**src/rtl/merge_sort_engine_assert.svh**
```systemverilog
// Assertion macros shared by the merge sort engine modules.
`ifndef MERGE_SORT_ENGINE_ASSERT_SVH
`define MERGE_SORT_ENGINE_ASSERT_SVH

`ifndef SYNTH

`define MSORT_ASSERT_ALWAYS(label, clk, rst_n, cond) \
  label: assert property (@(posedge clk) disable iff (!rst_n) (cond)) \
    else $error("assertion failed: always");

`define MSORT_ASSERT_IMPLIES(label, clk, rst_n, ante, cons) \
  label: assert property (@(posedge clk) disable iff (!rst_n) (ante) |-> (cons)) \
    else $error("assertion failed: same cycle implication");

`define MSORT_ASSERT_NEXT(label, clk, rst_n, ante, cons) \
  label: assert property (@(posedge clk) disable iff (!rst_n) (ante) |=> (cons)) \
    else $error("assertion failed: next cycle implication");

`else

`define MSORT_ASSERT_ALWAYS(label, clk, rst_n, cond)
`define MSORT_ASSERT_IMPLIES(label, clk, rst_n, ante, cons)
`define MSORT_ASSERT_NEXT(label, clk, rst_n, ante, cons)

`endif

`endif

```
**src/rtl/msort_pkg.sv**
```systemverilog
// Package with shared constants and controller/datapath interface types.
`timescale 1ns / 1ps
`default_nettype none

package msort_pkg;

  localparam int unsigned DATA_W        = 32;
  localparam int unsigned MAX_ITEMS_DEF = 64;

  // Commands from the controller to the datapath
  typedef struct packed {
    logic load;        // accepted input word
    logic run_setup;   // compute bounds of the next run pair
    logic merge_step;  // write one merged word
    logic pass_end;    // swap banks, double run width
    logic out_read;    // read one sorted word for output
    logic clear;       // drop count and overflow flag
  } msort_cmd_t;

  // Status from the datapath to the controller
  typedef struct packed {
    logic width_ge_n;  // list is a single run
    logic run_last;    // this merge step finishes the run pair
    logic pass_last;   // the current run pair ends the list
    logic out_last;    // this read is the final sorted word
  } msort_stat_t;

endpackage

`default_nettype wire

```
**src/rtl/msort_ctrl.sv**
```systemverilog
// Controller: sequences loading, merge passes and output of the sorted list.
`timescale 1ns / 1ps
`default_nettype none
`include "merge_sort_engine_assert.svh"

module msort_ctrl
  import msort_pkg::*;
(
  input  wire logic        clk,
  input  wire logic        rst_n,
  input  wire logic        start,
  input  wire logic        in_last_in,
  input  wire msort_stat_t stat,
  output msort_cmd_t       cmd,
  output logic             busy
);

  typedef enum logic [6:0] {
    ST_IDLE  = 7'b0000001,
    ST_CHECK = 7'b0000010,
    ST_SETUP = 7'b0000100,
    ST_MREAD = 7'b0001000,
    ST_MSTEP = 7'b0010000,
    ST_PASS  = 7'b0100000,
    ST_OUT   = 7'b1000000
  } msort_state_t;

  msort_state_t state_r, state_nxt;

  always_comb begin
    cmd       = '0;
    state_nxt = state_r;
    unique case (state_r)
      ST_IDLE: begin
        cmd.load = start;
        if (start && in_last_in) begin
          state_nxt = ST_CHECK;
        end
      end
      ST_CHECK: begin
        state_nxt = stat.width_ge_n ? ST_OUT : ST_SETUP;
      end
      ST_SETUP: begin
        cmd.run_setup = 1'b1;
        state_nxt     = ST_MREAD;
      end
      ST_MREAD: begin
        state_nxt = ST_MSTEP;
      end
      ST_MSTEP: begin
        cmd.merge_step = 1'b1;
        if (!stat.run_last) begin
          state_nxt = ST_MREAD;
        end else if (stat.pass_last) begin
          state_nxt = ST_PASS;
        end else begin
          state_nxt = ST_SETUP;
        end
      end
      ST_PASS: begin
        cmd.pass_end = 1'b1;
        state_nxt    = ST_CHECK;
      end
      ST_OUT: begin
        cmd.out_read = 1'b1;
        if (stat.out_last) begin
          cmd.clear = 1'b1;
          state_nxt = ST_IDLE;
        end
      end
      default: begin
        state_nxt = ST_IDLE;
      end
    endcase
  end

  always_ff @(posedge clk) begin
    if (!rst_n) begin
      state_r <= ST_IDLE;
    end else begin
      state_r <= state_nxt;
    end
  end

  assign busy = state_r != ST_IDLE;

  `MSORT_ASSERT_NEXT(a_last_starts_sort, clk, rst_n, start && !busy && in_last_in,
                     state_r == ST_CHECK)
  `MSORT_ASSERT_IMPLIES(a_step_after_read, clk, rst_n, state_r == ST_MSTEP,
                        $past(state_r) == ST_MREAD)
  `MSORT_ASSERT_NEXT(a_out_ends, clk, rst_n, state_r == ST_OUT && stat.out_last,
                     state_r == ST_IDLE)

endmodule

`default_nettype wire

```
**config.mk**
```make
export PLATFORM = sky130hd
export DESIGN_NAME = msort_ctrl
export DESIGN_NICKNAME = d
export VERILOG_FILES = /design/src/rtl/msort_pkg.sv /design/src/rtl/msort_ctrl.sv
export VERILOG_INCLUDE_DIRS = /design/src /design/src/rtl
export SDC_FILE = /design/constraint.sdc
export NUM_CORES = 1
export LEC_CHECK = 0
export ABC_AREA = 1
export BUFFER_PORTS_ARGS = -buffer_cell sky130_fd_sc_hd__buf_2
export CAP_MARGIN = 20
export CELL_PAD_IN_SITES_DETAIL_PLACEMENT = 1
export CELL_PAD_IN_SITES_GLOBAL_PLACEMENT = 1
export CORE_ASPECT_RATIO = 0.9
export CORE_MARGIN = 8
export CORE_UTILIZATION = 32
export DETAILED_ROUTE_END_ITERATION = 10
export MAX_ROUTING_LAYER = met4
export PLACE_DENSITY_LB_ADDON = 0.1
export SETUP_SLACK_MARGIN = 0.02
export SLEW_MARGIN = 20
export SYNTH_ARGS = -nofsm -noshare
export SYNTH_HDL_FRONTEND = slang
export SYNTH_SLANG_ARGS = --single-unit
```
**constraint.sdc**
```tcl
create_clock -name clk -period 1.44 [get_ports clk]
set_clock_uncertainty 0.2 [all_clocks]
set_input_delay 0.072 -clock clk [delete_from_list [all_inputs] [get_ports clk]]
set_output_delay 0.072 -clock clk [all_outputs]
set_load 0.005 [all_outputs]
```
==> impl_summary.log <==
INFO  metric hold_violations = 0
INFO  metric mappedNetlistArea = 481.7 um^2
INFO  metric met2RoutedLength = 730 um
INFO  metric result_of_the_run = complete, but fails checks
INFO  metric drc_errors = 0
INFO  metric synth_edf_count = 0
INFO  metric seq_cell_area = 157.7 um^2
INFO  metric gpl.final_weighted_congestion = 0.7474
INFO  metric synth.lib_cells_used.distinct = 16
INFO  metric timing.critical_path.slowest_cell_delay = 0.36 ns
INFO  metric top_register = state_r
INFO  metric netlist_top_cells_area = dfxtp_1, nor2_1, inv_1
INFO  metric violations = setup timing
INFO  metric synthesis.instances = 70
INFO  metric comb_power_share = 57.3%
INFO  metric place_ws = 0.05724 ns
INFO  metric track_usage = 9.189%
INFO  metric required = 1.17 ns
INFO  metric worst_ir_drop_vdd = 0.5215 mV
INFO  metric timing.critical_path.mode_cell = nor2_4
INFO  metric crit_path_end_kind = primary output
INFO  metric sequential_share_of_power = 26.1%
INFO  metric final_design_area_no_fill = 758.2 um^2
INFO  metric drt-initial-drc-count = 11
INFO  metric critical_path_peak_fanout = 4
INFO  metric drt-met1-wl = 603 um
INFO  metric grt_setup_unrepaired = true
INFO  metric dieHeight = 52.81 um
INFO  metric cellInternalPower = 0.0006286 W
INFO  metric syn_avg_cell_area = 6.882 um^2
INFO  metric placedCellCount = 99
INFO  metric design.core.area = 1431 um^2
INFO  metric placed_area = 570.5 um^2
INFO  metric postSynth.asyncResetShare = 0%
INFO  metric ys_seq_area_share = 29.09%
INFO  metric tritoncts = built
INFO  metric grt_pass1_wl = 2118 um
INFO  metric route.detailed.vias_per_inst = 4.553
INFO  metric ys_warn_count = 0
INFO  metric i_o_buffers = 14
INFO  metric static-leakage-power = 0.3662 nW
INFO  metric timing.final.crit_period = 1.452 ns
INFO  metric antenna_found_initial = 0
INFO  metric clkSlewWorstSetupHoldPaths = 0.06 ns
INFO  metric largestRegisters = state_r x7
INFO  metric layout_filler_cell_count = 191
INFO  metric hold_path_startpoint = in_last_in
INFO  metric number_of_max_slew_violations_in_the_final_report = 0
INFO  metric pwr_density_cell = 1471 nW/um^2
INFO  metric r2r_setup_slack = 0.01 ns
INFO  metric area.growth.synth_to_final = 57.40%
INFO  metric fin_ws = -0.01247 ns
INFO  metric io_pins = 15
INFO  metric synth_largest_type_area_fraction = 29.09%
INFO  metric rr_startpoint = state_r[1]
INFO  metric via_count = 519
INFO  metric fin_nets = 108
INFO  metric numClockSinks = 7
INFO  metric floorplan.initialDensity = 33.65%
INFO  metric largest_register_ff_count = 7
INFO  metric insertion_delay = 0.25 ns
INFO  metric setup.worst_path.start_class = flop
INFO  metric ys_ff_latch = 7
INFO  metric routed.top_layer = met4
INFO  metric finalCritPeriodShare = 100.9%
INFO  metric drt-pass1-iter-count = 4
INFO  metric share_clk_of_total_power = 16.6%
INFO  metric number_of_maximum_capacitance_constraint_violations = 0
INFO  metric hold_class = in2reg
INFO  metric final-setup-viol-count = 2
INFO  metric multi_input_area = 329.1 um^2
INFO  metric worst_setup_path_startpoint = state_r[5]
INFO  metric synth_ff_type = dfxtp_1
INFO  metric net_switching = 0.0004867 W
INFO  metric routed_wl = 1389 um
INFO  metric number_of_global_route_vias_before_repair = 514
INFO  metric share_of_final_layout_standard_cells_stronger_than_drive_strength_1 = 55.56%
INFO  metric clockRootBuffer = clkbuf_4
INFO  metric tightestPinTransition = 0.1858 ns
INFO  metric cts_max_level = 1
INFO  metric antenna_cells = 0
INFO  metric arrival = 1.18 ns
INFO  metric synthesis.nets = 78
INFO  metric dr_wl_met3 = 35 um
INFO  metric yosysMostFrequentCell = nor2_1
INFO  metric die-area = 3004 um^2
INFO  metric synthTopCellsByCount = nor2_1, inv_1, nand2_1
INFO  metric max_freq = 0.6885 GHz
INFO  metric fin_hold_ws = 0.01654 ns
INFO  metric global_route.overflow_total = 0
INFO  metric dp_hpwl = 1016 um
INFO  metric cp_cell_sequence = nor2_4, nand2_4, buf_12, nor2_4, buf_2
INFO  metric fin_total_pwr = 0.001115 W
INFO  metric final_cells = 114
INFO  metric cts_inserted_buffers = 3
INFO  metric dieWidth = 56.90 um
INFO  metric row_count = 13
INFO  metric slowest_stage = dfxtp_4
INFO  metric grt_max_degree = 6
INFO  metric detail-route-antenna-nets = 0
INFO  metric clk_path_buf_depth = 2
INFO  metric routed_wl_per_cell = 12.18 um
INFO  metric max_slew_margin = 87.58%
INFO  metric power_switching_share = 43.64%
INFO  metric synth_top_area_cell = dfxtp_1
INFO  metric timing_worst_setup_path_type = reg2out
-- routing by layer --
metal / up-vias / GRT usage (%)
met1: 239 / 10.33
met4: 0 / 4.688
met5: - / -
met2: 9 / 14.98
li1: 269 / -
met3: 2 / 2.184
-- layout by cell type, fill, tap and decap left out, types with 2 or more instances in the layout --
master / n
a21oi_1: 2
buf_2: 14
buf_4: 5
clkbuf_4: 3
dfxtp_2: 2
dfxtp_4: 4
dlygate4sd3_1: 5
inv_1: 9
inv_2: 4
nand2_1: 9
nand2_2: 4
nand2_4: 2
nand3_1: 2
nand3_2: 3
nor2_1: 11
nor2_2: 4
nor2_4: 8
nor3_1: 2
-- layout make-up --
| class | count | share of cell area, % |
|---|---|---|
| Clock buffer | 4 | 3.465 |
| Inverter | 13 | 6.436 |
| Multi-Input combinational cell | 50 | 43.40 |
| Sequential cell | 7 | 20.79 |
| Tap cell | 15 | 2.475 |
| Timing Repair Buffer | 25 | 23.43 |
-- final timing paths --
check,endpoint,cells after the start
min,state_r[1],5
max,cmd[4],5
min reg2reg,state_r[4],3
max reg2reg,state_r[2],9
-- what timing repair did --
action | 4_1_cts | 5_1_grt
endpoints found under the setup margin | 4 | 9
hold endpoints to repair | 5 | 0
gates resized for setup | 6 | 16
hold buffers | 5 | 0
pin swaps | 3 | 7
setup buffers | 1 | 5
-- cells by family after synthesis --
kind of cell / share of synthesized area (%)
AOI/OAI and AO/OA: 3.637
buffers and inverters: 10.13
DFF: 29.09
and+or+nand+nor: 57.14
-- power groups by stage --
stage | registers (W) | clock network, W | logic, W
3_5_place_dp | 0.000273 | 0 | 0.000500
6_report | 0.000291 | 0.000185 | 0.000639
3_3_place_gp | 0.000273 | 0 | 0.000500
4_1_cts | 0.000276 | 0.000185 | 0.000573
5_1_grt | 0.000298 | 0.000194 | 0.000711
2_1_floorplan | 0.000269 | 0 | 0.000378
-- stage by stage --
| step | TNS, ns | utilization (%) |
|---|---|---|
| floorplan | 0 | - |
| global placement | 0 | 39.86 |
| detailed placement | 0 | 39.86 |
| CTS | -0.02395 | 46.33 |
| global route | -0.2748 | 52.97 |
| finish | -0.02388 | 52.97 |
-- critical path, delay by kind of cell, from the launching register on --
kind,cells,cell delay (ns)
DFF,1,0.36
buffers and inverters,2,0.26
and+or+nand+nor,3,0.31
(Power assumes the default switching activity.)
